`src/cwk_pkg.sv`:
```
// Shared constants and types for the CW keyer with symbol queue.
// Has no dependencies. The top level cw_keyer_symbol_queue imports it.
`default_nettype none

package cwk_pkg;

    // Widths of the configuration register and the transaction payloads.
    localparam int DOT_W      = 14;
    localparam int SLOT_W     = 16;
    localparam int QUEUED_W   = 5;
    localparam int S_TDATA_W  = 8;
    localparam int M_TDATA_W  = 16;
    localparam int M_USED_W   = 10;

    // Defaults.
    localparam logic [DOT_W-1:0] DOT_TICKS_RESET     = 14'd200;
    localparam int               QUEUE_DEPTH_DEFAULT = 16;

    // Symbol codes held in the queue.
    localparam logic SYM_DASH = 1'b1;
    localparam logic SYM_DOT  = 1'b0;

    // One result transaction, last field in the lowest bit.
    typedef struct packed {
        logic                overflow;
        logic [QUEUED_W-1:0] queued;
        logic                tx_done;
        logic                symbol_start;
        logic                tone_on;
        logic                tx_active;
    } cwk_result_t;

endpackage

`default_nettype wire

```
`src/cw_keyer_symbol_queue.sv`:
```
// CW keyer: paddle edge capture, symbol queue and symbol timing.
// Depends on cwk_pkg for widths, defaults, symbol codes and the result type.
//
//  Channel   Direction  Payload (lowest bit first)
//  s_axis    in         sample_strobe, timer_tick, dash_pressed, dot_pressed
//  m_axis    out        tx_active, tone_on, symbol_start, tx_done, queued[4:0], overflow
//  cfg       in         dot_ticks[13:0]
//
// One result per input transaction appears in the output register on the next
// cycle. The input side stays ready while the output register is empty or
// being drained, so a new transaction is taken each cycle under no
// backpressure. aresetn is synchronous and active low; it empties the queue
// and stops transmission, and both input channels hold ready low while it is
// asserted. Configuration writes are taken in any cycle out of reset.
`default_nettype none

module cw_keyer_symbol_queue
    import cwk_pkg::*;
#(
    parameter int QUEUE_DEPTH = QUEUE_DEPTH_DEFAULT
) (
    input  wire                  aclk,
    input  wire                  aresetn,
    // Input transactions
    input  wire                  s_tvalid,
    output logic                 s_tready,
    // [0] sample_strobe, [1] timer_tick, [2] dash_pressed, [3] dot_pressed
    input  wire [S_TDATA_W-1:0]  s_tdata,
    // Result transactions
    output logic                 m_tvalid,
    input  wire                  m_tready,
    // [0] tx_active, [1] tone_on, [2] symbol_start, [3] tx_done,
    // [8:4] queued, [9] overflow, rest zero
    output logic [M_TDATA_W-1:0] m_tdata,
    // Configuration write channel
    input  wire                  cfg_valid,
    output logic                 cfg_ready,
    input  wire [DOT_W-1:0]      cfg_data
);

    localparam int PTR_W = $clog2(QUEUE_DEPTH);
    localparam int CNT_W = $clog2(QUEUE_DEPTH + 1);
    localparam logic [PTR_W-1:0] LAST_PTR  = PTR_W'(QUEUE_DEPTH - 1);
    localparam logic [CNT_W-1:0] FULL_CNT  = CNT_W'(QUEUE_DEPTH);

    // State registers
    logic [DOT_W-1:0]       dot_ticks_reg;
    logic                   dash_held_reg, dash_held_next;
    logic                   dot_held_reg, dot_held_next;
    logic [QUEUE_DEPTH-1:0] fifo_reg, fifo_next;
    logic [PTR_W-1:0]       head_reg, head_next;
    logic [PTR_W-1:0]       tail_reg, tail_next;
    logic [CNT_W-1:0]       count_reg, count_next;
    logic                   sending_reg, sending_next;
    logic                   gate_reg, gate_next;
    logic                   is_dash_reg, is_dash_next;
    logic [SLOT_W-1:0]      slot_reg, slot_next;
    logic                   m_tvalid_reg, m_tvalid_next;
    logic [M_TDATA_W-1:0]   m_tdata_reg, m_tdata_next;

    // Working values of the single-pass update
    logic              accept;
    logic              in_sample, in_tick, in_dash, in_dot;
    logic              start_v, done_v, ovf_v, pop_v;
    logic [SLOT_W-1:0] slot_inc, tone_len, slot_len;
    cwk_result_t       result;

    assign accept    = s_tvalid && s_tready;
    assign s_tready  = aresetn && (!m_tvalid_reg || m_tready);
    assign cfg_ready = aresetn;
    assign m_tvalid  = m_tvalid_reg;
    assign m_tdata   = m_tdata_reg;

    assign in_sample = s_tdata[0];
    assign in_tick   = s_tdata[1];
    assign in_dash   = s_tdata[2];
    assign in_dot    = s_tdata[3];

    // Tone and slot lengths of the running symbol: dash 3 of 4 units, dot 1 of 2.
    assign slot_inc = slot_reg + SLOT_W'(1);
    always_comb begin
        if (is_dash_reg == SYM_DASH) begin
            tone_len = {2'b00, dot_ticks_reg} + {1'b0, dot_ticks_reg, 1'b0};
            slot_len = {dot_ticks_reg, 2'b00};
        end else begin
            tone_len = {2'b00, dot_ticks_reg};
            slot_len = {1'b0, dot_ticks_reg, 1'b0};
        end
    end

    // One tick: paddle sample, timer step, then start from idle.
    always_comb begin
        dash_held_next = dash_held_reg;
        dot_held_next  = dot_held_reg;
        fifo_next      = fifo_reg;
        head_next      = head_reg;
        tail_next      = tail_reg;
        count_next     = count_reg;
        sending_next   = sending_reg;
        gate_next      = gate_reg;
        is_dash_next   = is_dash_reg;
        slot_next      = slot_reg;
        start_v        = 1'b0;
        done_v         = 1'b0;
        ovf_v          = 1'b0;
        pop_v          = 1'b0;

        if (accept) begin
            // Dash paddle: release after a press queues a dash.
            if (in_sample) begin
                if (in_dash) begin
                    dash_held_next = 1'b1;
                end else if (dash_held_reg) begin
                    dash_held_next = 1'b0;
                    if (count_next == FULL_CNT) begin
                        ovf_v = 1'b1;
                    end else begin
                        fifo_next[tail_next] = SYM_DASH;
                        tail_next  = (tail_next == LAST_PTR) ? '0 : tail_next + PTR_W'(1);
                        count_next = count_next + CNT_W'(1);
                    end
                end
                // Dot paddle, after the dash.
                if (in_dot) begin
                    dot_held_next = 1'b1;
                end else if (dot_held_reg) begin
                    dot_held_next = 1'b0;
                    if (count_next == FULL_CNT) begin
                        ovf_v = 1'b1;
                    end else begin
                        fifo_next[tail_next] = SYM_DOT;
                        tail_next  = (tail_next == LAST_PTR) ? '0 : tail_next + PTR_W'(1);
                        count_next = count_next + CNT_W'(1);
                    end
                end
            end

            // Timer step of the running symbol.
            if (sending_reg && in_tick) begin
                slot_next = slot_inc;
                if (slot_inc >= slot_len) begin
                    slot_next = '0;
                    if (count_next != '0) begin
                        pop_v = 1'b1;
                    end else begin
                        sending_next = 1'b0;
                        gate_next    = 1'b0;
                        done_v       = 1'b1;
                    end
                end else if (slot_inc >= tone_len) begin
                    gate_next = 1'b0;
                end
            end

            // Start from idle.
            if (!sending_next && count_next != '0) begin
                sending_next = 1'b1;
                pop_v        = 1'b1;
            end

            // At most one pop per tick; it sees symbols queued this tick.
            if (pop_v) begin
                is_dash_next = fifo_next[head_reg];
                head_next    = (head_reg == LAST_PTR) ? '0 : head_reg + PTR_W'(1);
                count_next   = count_next - CNT_W'(1);
                gate_next    = 1'b1;
                slot_next    = '0;
                start_v      = 1'b1;
            end
        end
    end

    // Result packing and output register handshake.
    always_comb begin
        result.tx_active    = sending_next;
        result.tone_on      = gate_next;
        result.symbol_start = start_v;
        result.tx_done      = done_v;
        result.queued       = QUEUED_W'(count_next);
        result.overflow     = ovf_v;

        m_tvalid_next = m_tvalid_reg;
        m_tdata_next  = m_tdata_reg;
        if (accept) begin
            m_tvalid_next = 1'b1;
            m_tdata_next  = {{(M_TDATA_W - M_USED_W){1'b0}}, result};
        end else if (m_tready) begin
            m_tvalid_next = 1'b0;
        end
    end

    // Control state with reset.
    always_ff @(posedge aclk) begin
        if (!aresetn) begin
            dot_ticks_reg <= DOT_TICKS_RESET;
            dash_held_reg <= 1'b0;
            dot_held_reg  <= 1'b0;
            head_reg      <= '0;
            tail_reg      <= '0;
            count_reg     <= '0;
            sending_reg   <= 1'b0;
            gate_reg      <= 1'b0;
            is_dash_reg   <= 1'b0;
            slot_reg      <= '0;
            m_tvalid_reg  <= 1'b0;
        end else begin
            if (cfg_valid && cfg_ready) begin
                dot_ticks_reg <= cfg_data;
            end
            dash_held_reg <= dash_held_next;
            dot_held_reg  <= dot_held_next;
            head_reg      <= head_next;
            tail_reg      <= tail_next;
            count_reg     <= count_next;
            sending_reg   <= sending_next;
            gate_reg      <= gate_next;
            is_dash_reg   <= is_dash_next;
            slot_reg      <= slot_next;
            m_tvalid_reg  <= m_tvalid_next;
        end
    end

    // Payload registers without reset.
    always_ff @(posedge aclk) begin
        fifo_reg    <= fifo_next;
        m_tdata_reg <= m_tdata_next;
    end

    // The queue never holds more than its depth.
    assert property (@(posedge aclk) disable iff (!aresetn)
        count_reg <= FULL_CNT)
        else $error("symbol queue count above depth");

    // An idle transmitter always has an empty queue.
    assert property (@(posedge aclk) disable iff (!aresetn)
        !sending_reg |-> count_reg == '0)
        else $error("queue holds symbols while transmitter idle");

    // The tone gate is only open while transmitting.
    assert property (@(posedge aclk) disable iff (!aresetn)
        gate_reg |-> sending_reg)
        else $error("tone gate open while not transmitting");

    // A result never reports both a symbol start and the end of transmission.
    assert property (@(posedge aclk) disable iff (!aresetn)
        m_tvalid_reg |-> !(m_tdata_reg[2] && m_tdata_reg[3]))
        else $error("symbol start and tx done in the same result");

endmodule

`default_nettype wire
```
`config.mk`:
```
export PLATFORM = sky130hd
export DESIGN_NAME = cw_keyer_symbol_queue
export DESIGN_NICKNAME = d
export VERILOG_FILES = /design/src/cwk_pkg.sv /design/src/cw_keyer_symbol_queue.sv
export SDC_FILE = /design/constraint.sdc
export NUM_CORES = 1
export LEC_CHECK = 0
export BUFFER_PORTS_ARGS = -buffer_cell sky130_fd_sc_hd__buf_2
export CAP_MARGIN = 20
export CORE_ASPECT_RATIO = 0.7
export CORE_MARGIN = 3
export CORE_UTILIZATION = 58
export DETAILED_ROUTE_END_ITERATION = 7
export PLACE_DENSITY = 0.77
export SLEW_MARGIN = 5
export SYNTH_ARGS = -nofsm -noshare
export SYNTH_HDL_FRONTEND = slang
export SYNTH_SLANG_ARGS = --single-unit
```
`constraint.sdc`:
```
create_clock -name aclk -period 9.58 [get_ports aclk]
set_input_delay 0.958 -clock aclk [delete_from_list [all_inputs] [get_ports aclk]]
set_output_delay 0.958 -clock aclk [all_outputs]
set_load 0.01 [all_outputs]
```
==> out/metrics.json, run 1 <==
{
  "layout-area-overhead-vs-synth": {"value": 8.652, "unit": "%"},
  "post_route_cells_drive_above_1_share": {"value": 9.673, "unit": "%"},
  "fin_crit_sh": {"value": 58.36, "unit": "%"},
  "synth-seq-area-share": {"value": 30.08, "unit": "%"},
  "finalSetupViolations": {"value": 0},
  "clock-sinks": {"value": 75},
  "share_seq_of_total_power": {"value": 37.3, "unit": "%"},
  "initial_core_util": {"value": 60.01, "unit": "%"},
  "timing.reg2reg.worst_path_depth": {"value": 21},
  "worst_skew_pair.late_latency": {"value": 340, "unit": "ps"},
  "synth_area_per_inst": {"value": 8.600, "unit": "um^2"},
  "site_rows": {"value": 30},
  "power.share.clock": {"value": 36.3, "unit": "%"},
  "route.final.wire_length": {"value": 14.38, "unit": "mm"},
  "p_leak": {"value": 2.696, "unit": "nW"},
  "power.share.combinational": {"value": 26.4, "unit": "%"},
  "clk_pin_slew": {"value": 60, "unit": "ps"},
  "floorplan.die_area": {"value": 0.01136, "unit": "mm^2"},
  "worst_hold_endpoint": {"value": "gate_reg"},
  "worst-endpoint-required": {"value": 9640, "unit": "ps"},
  "cts_root_buffer": {"value": "clkbuf_16"},
  "boundaryPins": {"value": 46},
  "fmax": {"value": 178.8, "unit": "MHz"},
  "rsz0062_at_grt": {"value": "false"},
  "yosysWarnings": {"value": 0},
  "vias": {"value": 5210},
  "per_cell_routed_wire_length": {"value": 17.30, "unit": "um"},
  "run_status": {"value": "complete, no violations"},
  "critical_path_peak_fanout": {"value": 13},
  "vdd_ir_drop_max": {"value": 107.2, "unit": "uV"},
  "timing.reg2reg.setup_slack": {"value": 3990, "unit": "ps"},
  "grt_pass1_vias": {"value": 4824},
  "synth.top_cell.area_share": {"value": 16.75, "unit": "%"},
  "post-synth-top-area-cell": {"value": "dfxtp_1"},
  "timing.critical_path.from_type": {"value": "register"},
  "power.share.switching": {"value": 31.63, "unit": "%"},
  "detailedPlacementHpwl": {"value": 10.30, "unit": "mm"},
  "path_class": {"value": "reg -> reg"},
  "ys_async_sr_fraction": {"value": 0, "unit": "%"},
  "synthTopCellsByArea": {"value": "dfxtp_1, edfxtp_1, ha_1, a21oi_1, xnor2_1"},
  "first_pass_grt_wire_length": {"value": 23.56, "unit": "mm"},
  "wp_data_arrival": {"value": 5650, "unit": "ps"},
  "cts-resized-gates": {"value": 0},
  "viasPerCell": {"value": 6.270},
  "hold_path_depth": {"value": 1},
  "int_power": {"value": 0.6955, "unit": "mW"},
  "global_route.usage.total": {"value": 25.08, "unit": "%"},
  "postCtsHoldBufs": {"value": 0},
  "grt_start_max_net_pins": {"value": 44},
  "fin_skew": {"value": 7.137, "unit": "ps"},
  "count_of_tritonroute_iterations_in_the_first_routing_pass": {"value": 5},
  "power.density_cell_area": {"value": 159.9, "unit": "mW/mm^2"},
  "drt.antenna.violating_nets": {"value": 0},
  "grt-ovfl-total": {"value": 0},
  "syn-cell-area": {"value": 0.005857, "unit": "mm^2"},
  "cts_made_buffers": {"value": 9},
  "worst_pin_slew": {"value": 941.1, "unit": "ps"},
  "finalHoldViolations": {"value": 0},
  "cts_tree": {"value": "yes"},
  "detail_route.iter0.violations": {"value": 531},
  "cts_max_path_buffers": {"value": 2},
  "synthCells": {"value": 681},
  "h_tree_levels": {"value": 3},
  "worst_setup_path_end_kind": {"value": "register"},
  "regToRegStartpoint": {"value": "count_reg[0]"},
  "synth_seq_cells": {"value": 75},
  "global_placement_routability_congestion": {"value": 0.9410},
  "initial_antenna_violation_count": {"value": 0},
  "chipHeight": {"value": 90.08, "unit": "um"},
  "cp-startpoint": {"value": "count_reg[0]"},
  "n_antenna_cell": {"value": 0},
  "min-delay-path-class": {"value": "reg -> reg"},
  "yosysUniqueCellTypes": {"value": 77},
  "drcViolationCount": {"value": 0},
  "switchingPower": {"value": 0.3218, "unit": "mW"},
  "ys_dominant_reg_cell": {"value": "dfxtp_1"},
  "postCtsSetupBuffers": {"value": 0},
  "min-delay-start": {"value": "gate_reg"},
  "timing.setup.tns": {"value": 0, "unit": "ps"},
  "floorplan.core_area": {"value": 0.009759, "unit": "mm^2"},
  "hold_ws": {"value": 497.6, "unit": "ps"},
  "slew_violations": {"value": 0},
  "numPortBuffers": {"value": 35},
  "worst_slew_margin_rel": {"value": 36.87, "unit": "%"},
  "min_tclk_post_route": {"value": 5591, "unit": "ps"},
  "timing.max_cap.violations": {"value": 0},
  "crit-reg2reg-capture": {"value": "m_tdata[7]"},
  "nNetsFinal": {"value": 787},
  "fp.dieW": {"value": 126.1, "unit": "um"},
  "synth_edf_count": {"value": 26}
}
[worst max-delay path, stage by stage, from the launching register on]
cell,delay (ps)
dfxtp_1,530
inv_1,150
ha_1,260
and4bb_1,310
nor2_1,650
xnor2_1,220
ha_1,230
nand2_1,60
nor4_1,370
o211ai_1,230
buf_4,240
nand3_1,90
o21ai_0,90
a22oi_1,320
ha_1,230
nand2_1,70
mux2_2,320
o21ai_1,360
inv_1,150
nand4b_1,140
xnor2_1,160
o21ai_0,120
[worst max-delay path by stage]
stage	cells past startpoint	slack [ps]	to
after global placement	21	3670	m_tdata[7]
after detailed placement	21	3540	m_tdata[7]
after CTS	22	3730	m_tdata[7]
after floorplan	20	4750	count_reg[1]
final	21	3990	m_tdata[7]
after global routing	21	3610	m_tdata[7]
[layout make-up]
class | count | area [um^2]
repair buffers | 38 | 197.7
multi-input cells | 550 | 3836
fillers | 808 | 3396
flip-flops and latches | 75 | 1762
clock buffers | 10 | 239.0
well taps | 128 | 160.2
inverters | 24 | 90.09
clock inverters | 6 | 78.83
[cell families after synthesis]
kind of cell             synth area share, %
multiplexers                           4.166
other                                0.06403
XOR/XNOR                               5.234
adder cells (fa/ha/maj)                13.37
buffers and inverters                  4.742
flip-flops                             30.08
AO/OA/AOI/OAI                          23.07
AND/OR/NAND/NOR                        19.27
[per-stage QoR]
stage | instances | setup slack (ps) | utilization [%] | area, um^2 | total power [mW]
3_3_place_gp | 814 | 3675 | 61.87 | 6038 | 0.6322
6_report | 831 | 3989 | 65.21 | 6364 | 1.017
4_1_cts | 830 | 3727 | 65.13 | 6356 | 1.014
2_1_floorplan | 686 | 4754 | - | 5876 | 0.5870
5_1_grt | 831 | 3606 | 65.21 | 6364 | 1.068
3_5_place_dp | 814 | 3538 | 61.87 | 6038 | 0.6439
[Yosys cell counts (3+ instances only)]
cell type and n:
a21oi_1 82, ha_1 61, nand2_1 54, dfxtp_1 49, nor2_1 47, edfxtp_1 26
xnor2_1 25, inv_1 21, mux2i_1 21, clkbuf_1 20, nand3_1 20, nor2b_1 19
o21ai_0 18, a21o_1 14, nor3_1 12, and3_1 11, nand2b_1 10, xor2_1 10
a31oi_1 9, a41oi_1 9, and2_1 9, a211oi_1 8, buf_4 8, nor4_1 8
o21ai_1 8, o21bai_1 8, o211ai_1 7, a22o_1 6, buf_1 4, nand3b_1 4
nand4_1 4, o22ai_1 4, a2111oi_0 3, a211o_1 3, a31o_2 3, clkinv_1 3
mux2_2 3, nor3b_1 3, or3_1 3
[power groups by stage]
stage,Combinational (mW),Sequential (mW),Clock [mW]
final,0.269,0.379,0.369
after detailed placement,0.260,0.384,0
after global placement,0.249,0.384,0
after global routing,0.299,0.382,0.387
after CTS,0.265,0.378,0.371
after floorplan,0.212,0.375,0
[placed cells by master, fill, tap and decap left out, drive strengths merged, types with 6 or more instances in the layout]
cell type,netlist,routed
a211oi,9,9
a21o,14,14
a21oi,82,82
a22o,6,6
a31oi,9,9
a41oi,9,9
and2,9,9
and3,11,11
buf,16,38
clkbuf,21,10
clkinv,3,6
conb,1,6
dfxtp,49,49
edfxtp,26,26
ha,61,61
inv,21,21
mux2i,21,21
nand2,54,54
nand2b,10,10
nand3,21,21
nor2,47,47
nor2b,19,19
nor3,13,13
nor4,9,9
o211ai,7,7
o21ai,26,26
o21bai,8,8
xnor2,25,25
xor2,10,10
[layer usage]
metal	part of all wire [%]	wire length, um	vias up	track usage (%)
met5	0	0	-	0
met4	0.95	137	0	6.161
met3	8.9	1282	14	4.988
met2	44	6310	234	38.36
met1	46	6647	2409	36.41
li1	-	-	2553	-
(Power assumes the default switching activity.)
==> inputs of run 2 (changes only) <==
- ABC_AREA: not set -> 1
- CORE_UTILIZATION: 58 -> 56
- PLACE_DENSITY: 0.77 -> 0.78
- clock period: 9.58 -> 4.7 ns (I/O delays scaled with it)
==> run 2 against run 1 <==
  * Area after synthesis increased by 7.6%
  * Clock skew is essentially flat
  * Sequential power increased by 100%
  * Total power is 120% higher
  * Register-to-register slack got worse by 3600 ps
  * Global-route usage shrank 0.75 points
  * Combinational power up 120%
  * Flip-flop and latch count unchanged
  * Cell count rose by 33%
  * Sequential share of layout area decreased by 2.4 points
  * Core utilization up 0.23 points
  * Non-clock buffer count rose by 5
  * Critical path type unchanged
  * Largest power group is now the clock network
==> out/metrics.json, run 2 <==
{
  "run_status": {"value": "complete, no violations"},
  "grt-ovfl-total": {"value": 0, "change": "unchanged"},
  "floorplan.die_area": {"value": 0.01258, "unit": "mm^2", "change": "+11%"},
  "path_class": {"value": "reg -> reg"},
  "globalRouteMet1Util": {"value": 38.28, "unit": "%", "change": "+1.9 points"},
  "worst-endpoint-required": {"value": 4790, "unit": "ps", "change": "-4850 ps"},
  "global_route_met2_usage": {"value": 33.57, "unit": "%", "change": "-4.8 points"},
  "commonest_cells_post_synth": {"value": "nand2_1, inv_1, nor2_1"},
  "rsz0062_at_grt": {"value": "false"},
  "layout-area-overhead-vs-synth": {"value": 10.74, "unit": "%"},
  "wp_data_arrival": {"value": 4360, "unit": "ps", "change": "-1290 ps"},
  "timing.max_cap.violations": {"value": 0, "change": "unchanged"},
  "site_rows": {"value": 31, "change": "+3.3%"},
  "viasPerCell": {"value": 5.439, "change": "-13%"},
  "h_tree_levels": {"value": 3, "change": "unchanged"},
  "synth_seq_cells": {"value": 75, "change": "unchanged"},
  "p_leak": {"value": 3.389, "unit": "nW", "change": "+26%"},
  "fin_skew": {"value": 7.172, "unit": "ps", "change": "+0.03491 ps"},
  "finalSetupViolations": {"value": 0, "change": "unchanged"},
  "worst_slew_margin_rel": {"value": 47.19, "unit": "%", "change": "+10 points"},
  "timing.critical_path.from_type": {"value": "register"},
  "fmax": {"value": 234.3, "unit": "MHz", "change": "+31%"},
  "cts_max_path_buffers": {"value": 2, "change": "unchanged"},
  "min_tclk_post_route": {"value": 4268, "unit": "ps", "change": "-1324 ps"},
  "cell_with_the_most_instances_after_synthesis": {"value": "nand2_1"},
  "floorplan.core_area": {"value": 0.01067, "unit": "mm^2", "change": "+9.3%"},
  "fin_crit_sh": {"value": 90.80, "unit": "%", "change": "+32 points"},
  "yosysUniqueCellTypes": {"value": 45, "change": "-42%"},
  "critical_path_peak_fanout": {"value": 6, "change": "-7"},
  "power.density_cell_area": {"value": 317.1, "unit": "mW/mm^2", "change": "+98%"},
  "postCtsHoldBufs": {"value": 0, "change": "unchanged"},
  "worst_pin_slew": {"value": 791.3, "unit": "ps", "change": "-149.8 ps"},
  "first_pass_grt_wire_length": {"value": 25.07, "unit": "mm", "change": "+6.4%"},
  "post-synth-top-area-cell": {"value": "dfxtp_1"},
  "synth.top_cell.area_share": {"value": 15.56, "unit": "%", "change": "-1.2 points"},
  "vias": {"value": 6010, "change": "+15%"},
  "fillCellCount": {"value": 946, "change": "+17%"},
  "n_antenna_cell": {"value": 0, "change": "unchanged"},
  "vdd_ir_drop_max": {"value": 204.3, "unit": "uV", "change": "+91%"},
  "cts_made_buffers": {"value": 9, "change": "unchanged"},
  "fp.dieW": {"value": 132.8, "unit": "um", "change": "+5.3%"},
  "ys_dominant_reg_cell": {"value": "dfxtp_1"},
  "synthCells": {"value": 922, "change": "+35%"},
  "worst_skew_pair.late_latency": {"value": 340, "unit": "ps", "change": "about the same"},
  "layout.cells.most_common": {"value": "nand2_1"},
  "drt.antenna.violating_nets": {"value": 0, "change": "unchanged"},
  "ys_async_sr_fraction": {"value": 0, "unit": "%", "change": "unchanged"},
  "cts_root_buffer": {"value": "clkbuf_16"},
  "cts_tree": {"value": "yes"},
  "syn-cell-area": {"value": 0.006302, "unit": "mm^2", "change": "+7.6%"},
  "numPortBuffers": {"value": 35, "change": "unchanged"},
  "hold_ws": {"value": 336.8, "unit": "ps", "change": "-160.8 ps"},
  "count_of_tritonroute_iterations_in_the_first_routing_pass": {"value": 7, "change": "+2"},
  "yosysWarnings": {"value": 0, "change": "unchanged"},
  "place_worst_setup_slack": {"value": 420.6, "unit": "ps", "change": "-3117 ps"},
  "clk_pin_slew": {"value": 60, "unit": "ps", "change": "about the same"},
  "synth_edf_count": {"value": 26, "change": "unchanged"},
  "initial_antenna_violation_count": {"value": 0, "change": "unchanged"},
  "worst_setup_path_end_kind": {"value": "register"},
  "nNetsFinal": {"value": 1041, "change": "+32%"},
  "per_cell_routed_wire_length": {"value": 13.70, "unit": "um", "change": "-21%"},
  "route.final.wire_length": {"value": 15.14, "unit": "mm", "change": "+5.3%"},
  "grt_pass1_vias": {"value": 5242, "change": "+8.7%"},
  "drcViolationCount": {"value": 0, "change": "unchanged"},
  "slew_violations": {"value": 0, "change": "unchanged"},
  "globalRoute.busiestLayer": {"value": "met1"},
  "detail_route.iter0.violations": {"value": 663, "change": "+25%"},
  "synthTopCellsByArea": {"value": "dfxtp_1, edfxtp_1, ha_1, nand2_1, inv_1"},
  "synth-seq-area-share": {"value": 27.95, "unit": "%", "change": "-2.1 points"},
  "timing.setup.tns": {"value": 0, "unit": "ps", "change": "unchanged"},
  "global_placement_routability_congestion": {"value": 0.9260, "change": "-1.6%"},
  "initial_core_util": {"value": 59.09, "unit": "%", "change": "-0.93 points"},
  "synth_area_per_inst": {"value": 6.835, "unit": "um^2", "change": "-21%"},
  "clock-sinks": {"value": 75, "change": "unchanged"},
  "finalHoldViolations": {"value": 0, "change": "unchanged"},
  "boundaryPins": {"value": 46, "change": "unchanged"},
  "final_cell_mix": {"value": "nand2_1, inv_1, nor2_1"},
  "post_route_cells_drive_above_1_share": {"value": 12.43, "unit": "%", "change": "+2.8 points"},
  "global_route.usage.total": {"value": 24.34, "unit": "%", "change": "-0.75 points"},
  "postLayoutSetupSlackWorst": {"value": 432.4, "unit": "ps", "change": "-3556 ps"},
  "min-delay-path-class": {"value": "in -> reg"},
  "detailedPlacementHpwl": {"value": 11.05, "unit": "mm", "change": "+7.3%"},
  "grt_start_max_net_pins": {"value": 31, "change": "-30%"},
  "chipHeight": {"value": 94.76, "unit": "um", "change": "+5.2%"},
  "grt.met3_usage": {"value": 4.846, "unit": "%", "change": "-0.14 points"}
}
## run 2: report_power, final
group / internal (mW) / switching [mW]
clock network: 0.575 / 0.284
logic: 0.208 / 0.389
registers: 0.718 / 0.0407
## run 2: critical path, cell delays in order (launching register included)
cell,delay [ps]
dfxtp_1,380
ha_1,240
fa_1,380
nand2_1,70
inv_1,40
o21ai_0,130
nand2_1,130
a21oi_1,270
nor2_1,80
o21ai_0,150
nand2_1,110
a21oi_1,160
o21bai_1,110
o21ai_0,160
o21ai_0,120
ha_1,310
nand2_1,60
nor2_1,150
nand4_1,140
o311ai_0,420
nand2_1,120
nand4_1,100
nand2_1,50
nand2_1,100
inv_1,50
## run 2: per-stage QoR
step,total power [mW],std cells,cell area (um^2),util (%)
final,2.213,1105,6979,65.43
after global routing,2.333,1105,6979,65.43
after CTS,2.207,1104,6949,65.15
after detailed placement,1.343,1088,6583,61.71
after global placement,1.328,1088,6583,61.71
after floorplan,1.210,927,6321,-
## run 2: what timing repair did
action,CTS,global route
gates resized for setup,0,2
setup buffers,0,1
setup endpoints to repair,0,21
## run 2: metal layers
metal,part of all wire [%],wire length [um],vias to the layer above
li1,-,-,3086
met1,51,7764,2650
met2,39,5843,252
met3,8.8,1327,22
met4,1.3,204,0
met5,0,0,-
## run 2: final cells by class
type	count	area, um^2	share of cell area, %
Multi-Input combinational cell	696	3939	56.44
Sequential cell	75	1762	25.24
Inverter	127	479.2	6.866
Timing Repair Buffer	43	247.7	3.550
Clock buffer	10	229.0	3.281
Tap cell	148	185.2	2.653
Clock inverter	6	137.6	1.972
## run 2: final timing paths
check,from,to,slack [ps],cells past startpoint
hold / removal,cfg_data[7],dot_ticks_reg[7],340,3
setup reg to reg,dot_ticks_reg[1],m_tdata[1],430,24
hold reg to reg,dot_held_reg,dot_held_reg,480,2
setup / recovery,dot_ticks_reg[1],m_tdata[1],430,24
## run 2: kinds of logic (layout without fill, tap and decap cells)
family          count (synthesis)  after routing  share of synthesized area [%]
fa+ha+maj                      62             62                          12.43
other cells                     1              6                        0.05950
buf+inv                       156            186                          10.01
simple gates                  445            445                          32.12
compound gates                163            163                          14.65
xor+xnor                       20             20                          2.779
flops                          75             75                          27.95
==> inputs of run 3 (changes only) <==
- PLACE_DENSITY: 0.78 -> 0.82
==> run 3 against run 2 <==
  * Sequential share of layout area rose by 0.21 points
  * Non-clock buffer count fell by 2
  * Count of clock-buffer cells in the layout is 1 lower
  * Critical endpoint unchanged
==> out/metrics.json, run 3 (same netlist as run 2, synthesis figures left out) <==
{
  "int_power": {"value": 1.436, "unit": "mW", "change": "-4.3%"},
  "drt.antenna.violating_nets": {"value": 0, "change": "unchanged"},
  "power.share.switching": {"value": 33.11, "unit": "%", "change": "+0.90 points"},
  "path_delay_family": {"value": "compound AO/OA/AOI/OAI gates"},
  "share_seq_of_total_power": {"value": 35.3, "unit": "%", "change": "+1.0 points"},
  "rsz0062_at_grt": {"value": "false"},
  "n_antenna_cell": {"value": 0, "change": "unchanged"},
  "layout-area-overhead-vs-synth": {"value": 9.827, "unit": "%"},
  "switchingPower": {"value": 0.7111, "unit": "mW", "change": "-0.27%"},
  "route.final.wire_length": {"value": 15.14, "unit": "mm", "change": "about the same"},
  "initial_antenna_violation_count": {"value": 0, "change": "unchanged"},
  "timing.critical_path.buf_inv": {"value": 2, "change": "unchanged"},
  "drcViolationCount": {"value": 0, "change": "unchanged"},
  "path_class": {"value": "reg -> reg"},
  "fin_skew": {"value": 9.461, "unit": "ps", "change": "+2.289 ps"},
  "timing.setup.tns": {"value": 0, "unit": "ps", "change": "unchanged"},
  "viasPerCell": {"value": 5.440, "change": "about the same"},
  "worst_hold_endpoint": {"value": "dot_ticks_reg[6]"},
  "place_worst_setup_slack": {"value": 507.2, "unit": "ps", "change": "+86.61 ps"},
  "numPortBuffers": {"value": 35, "change": "unchanged"},
  "detailedPlacementHpwl": {"value": 11.25, "unit": "mm", "change": "+1.9%"},
  "detail_route.iter0.violations": {"value": 680, "change": "+2.6%"},
  "critical_path.max_stage_delay": {"value": 410, "unit": "ps", "change": "about the same"},
  "worst_setup_path_end_kind": {"value": "register"},
  "chipHeight": {"value": 94.76, "unit": "um", "change": "unchanged"},
  "crit-reg2reg-capture": {"value": "m_tdata[1]"},
  "timing.reg2reg.worst_path_depth": {"value": 24, "change": "unchanged"},
  "critical_path_most_common_cell": {"value": "nand2_1"},
  "fmax": {"value": 233.7, "unit": "MHz", "change": "-0.27%"},
  "nNetsFinal": {"value": 1039, "change": "-0.19%"},
  "vdd_ir_drop_max": {"value": 220.0, "unit": "uV", "change": "+7.7%"},
  "postLayoutSetupSlackWorst": {"value": 421.0, "unit": "ps", "change": "-11.38 ps"},
  "floorplan.die_area": {"value": 0.01258, "unit": "mm^2", "change": "unchanged"},
  "timing.reg2reg.setup_slack": {"value": 420, "unit": "ps", "change": "about the same"},
  "fin_crit_sh": {"value": 91.04, "unit": "%", "change": "+0.24 points"},
  "floorplan.core_area": {"value": 0.01067, "unit": "mm^2", "change": "unchanged"},
  "h_tree_levels": {"value": 3, "change": "unchanged"},
  "boundaryPins": {"value": 46, "change": "unchanged"},
  "global_placement_routability_congestion": {"value": 0.9698, "change": "+4.7%"},
  "crit_chain": {"value": "ha_1 -> fa_1 -> nand2_1 -> inv_1 -> o21ai_0 -> nand2_1 -> a21oi_1 -> nor2_1 -> o21ai_0 -> nand2_1 -> a21oi_1 -> o21bai_1 -> o21ai_0 -> o21ai_0 -> ha_1 -> nand2_1 -> nor2_1 -> nand4_1 -> o311ai_0 -> nand2_1 -> nand4_1 -> nand2_1 -> nand2_1 -> inv_1"},
  "worst_slew_margin_rel": {"value": 50.96, "unit": "%", "change": "+3.8 points"},
  "first_pass_grt_wire_length": {"value": 25.36, "unit": "mm", "change": "+1.2%"},
  "grt-ovfl-total": {"value": 0, "change": "unchanged"},
  "clk_pin_slew": {"value": 60, "unit": "ps", "change": "about the same"},
  "finalCoreUtilization": {"value": 64.89, "unit": "%", "change": "-0.54 points"},
  "final_cell_mix": {"value": "nand2_1, inv_1, nor2_1"},
  "cts_made_buffers": {"value": 9, "change": "unchanged"},
  "count_of_tritonroute_iterations_in_the_first_routing_pass": {"value": 6, "change": "-1"},
  "power.share.clock": {"value": 37.5, "unit": "%", "change": "-1.3 points"},
  "min-delay-start": {"value": "cfg_data[6]"},
  "p_leak": {"value": 3.362, "unit": "nW", "change": "-0.79%"},
  "clock-sinks": {"value": 75, "change": "unchanged"},
  "timing.critical_path.from_type": {"value": "register"},
  "min-delay-path-class": {"value": "in -> reg"},
  "critical_path_peak_fanout": {"value": 6, "change": "unchanged"},
  "finalSetupViolations": {"value": 0, "change": "unchanged"},
  "slew_violations": {"value": 0, "change": "unchanged"},
  "worst_pin_slew": {"value": 734.8, "unit": "ps", "change": "-56.53 ps"},
  "layout.cells.most_common": {"value": "nand2_1"},
  "site_rows": {"value": 31, "change": "unchanged"},
  "vias": {"value": 6000, "change": "-0.17%"},
  "hold_path_depth": {"value": 3, "change": "unchanged"},
  "cts_tree": {"value": "yes"},
  "run_status": {"value": "complete, no violations"},
  "cts_root_buffer": {"value": "clkbuf_16"},
  "worst_skew_pair.late_latency": {"value": 350, "unit": "ps", "change": "about the same"},
  "timing.max_cap.violations": {"value": 0, "change": "unchanged"},
  "post_route_cells_drive_above_1_share": {"value": 12.25, "unit": "%", "change": "-0.18 points"},
  "fp.dieW": {"value": 132.8, "unit": "um", "change": "unchanged"},
  "grt_pass1_vias": {"value": 5301, "change": "+1.1%"},
  "wp_data_arrival": {"value": 4370, "unit": "ps", "change": "about the same"},
  "power.share.combinational": {"value": 27.2, "unit": "%", "change": "+0.2 points"},
  "per_cell_routed_wire_length": {"value": 13.73, "unit": "um", "change": "+0.19%"},
  "worst-endpoint-required": {"value": 4800, "unit": "ps", "change": "about the same"},
  "global_route.usage.total": {"value": 24.55, "unit": "%", "change": "+0.22 points"},
  "total_power": {"value": 2.148, "unit": "mW", "change": "-3.0%"},
  "cts_max_path_buffers": {"value": 2, "change": "unchanged"},
  "power.density_cell_area": {"value": 310.3, "unit": "mW/mm^2", "change": "-2.2%"},
  "initial_core_util": {"value": 59.09, "unit": "%", "change": "unchanged"},
  "hold_ws": {"value": 331.3, "unit": "ps", "change": "-5.500 ps"},
  "crit_slowest_cell": {"value": "o311ai_0"},
  "min_tclk_post_route": {"value": 4279, "unit": "ps", "change": "+11.38 ps"},
  "finalHoldViolations": {"value": 0, "change": "unchanged"},
  "regToRegStartpoint": {"value": "dot_ticks_reg[1]"},
  "grt_start_max_net_pins": {"value": 31, "change": "unchanged"}
}
==> run 3: cell count changes in the layout (fill, tap and decap cells not counted) <==
cell and delta:
clkinv_2 +2, buf_12 -1, buf_4 -1, bufinv_16 -1, clkbuf_1 -1, clkinv_4 -1
clkinvlp_4 +1, nor3_1 +1, nor3_2 -1
==> run 3: worst max path at each step <==
stage                startpoint            to  slack [ps]  cells past startpoint
2_1_floorplan  dot_ticks_reg[1]    m_tdata[1]        1190                     24
3_3_place_gp        slot_reg[0]  slot_reg[14]         610                     22
3_5_place_dp        slot_reg[0]   slot_reg[8]         510                     22
4_1_cts             slot_reg[0]   slot_reg[8]         380                     22
5_1_grt             slot_reg[0]  slot_reg[15]          70                     19
6_report       dot_ticks_reg[1]    m_tdata[1]         420                     24
==> run 3: per-layer routing <==
metal  global-route usage, %  vias to the layer above  share of wire (%)
met1                   37.34                     2703                 52
met2                   35.90                      205                 41
met5                       0                        -                  0
met3                   5.059                       14                7.0
met4                   4.585                        0               0.72
li1                        -                     3078                  -
==> run 3: worst reg2reg max path, cell delays in order, from the launching register on <==
cell and delay, ps:
dfxtp_1 370, ha_1 230, fa_1 390, nand2_1 80, inv_1 50, o21ai_0 140, nand2_1 120, a21oi_1 260
nor2_1 90, o21ai_0 160, nand2_1 110, a21oi_1 160, o21bai_1 110, o21ai_0 160, o21ai_0 120, ha_1 310
nand2_1 50, nor2_1 160, nand4_1 140, o311ai_0 410, nand2_1 100, nand4_1 100, nand2_1 50, nand2_1 110
inv_1 50
==> run 3: final cells by class <==
class                      instances  area, um^2
multi-input combinational        696        3934
fill                             973        3745
inverter                         127       479.2
tap                              148       185.2
clock buffer                       9       225.2
timing repair buffer              41       220.2
clock inverter                     7       116.4
sequential                        75        1762
==> run 3: stage by stage <==
step,cells,instance area (um^2)
floorplan,927,6321
global route,1103,6922
finish,1103,6922
global placement,1087,6575
detailed placement,1087,6575
CTS,1103,6917
==> run 3: repair_timing <==
action | 4_1_cts | 5_1_grt
hold endpoints to repair | 0 | 0
hold buffers | 0 | 0
setup endpoints to repair | 0 | 2
setup buffers | 0 | 0
resized for setup | 0 | 1
==> run 3: power by group through the flow <==
stage / clock (mW) / sequential, mW / combinational (mW)
2_1_floorplan: 0 / 0.762 / 0.448
3_3_place_gp: 0 / 0.770 / 0.550
3_5_place_dp: 0 / 0.770 / 0.568
4_1_cts: 0.818 / 0.757 / 0.576
5_1_grt: 0.844 / 0.764 / 0.662
6_report: 0.805 / 0.758 / 0.584
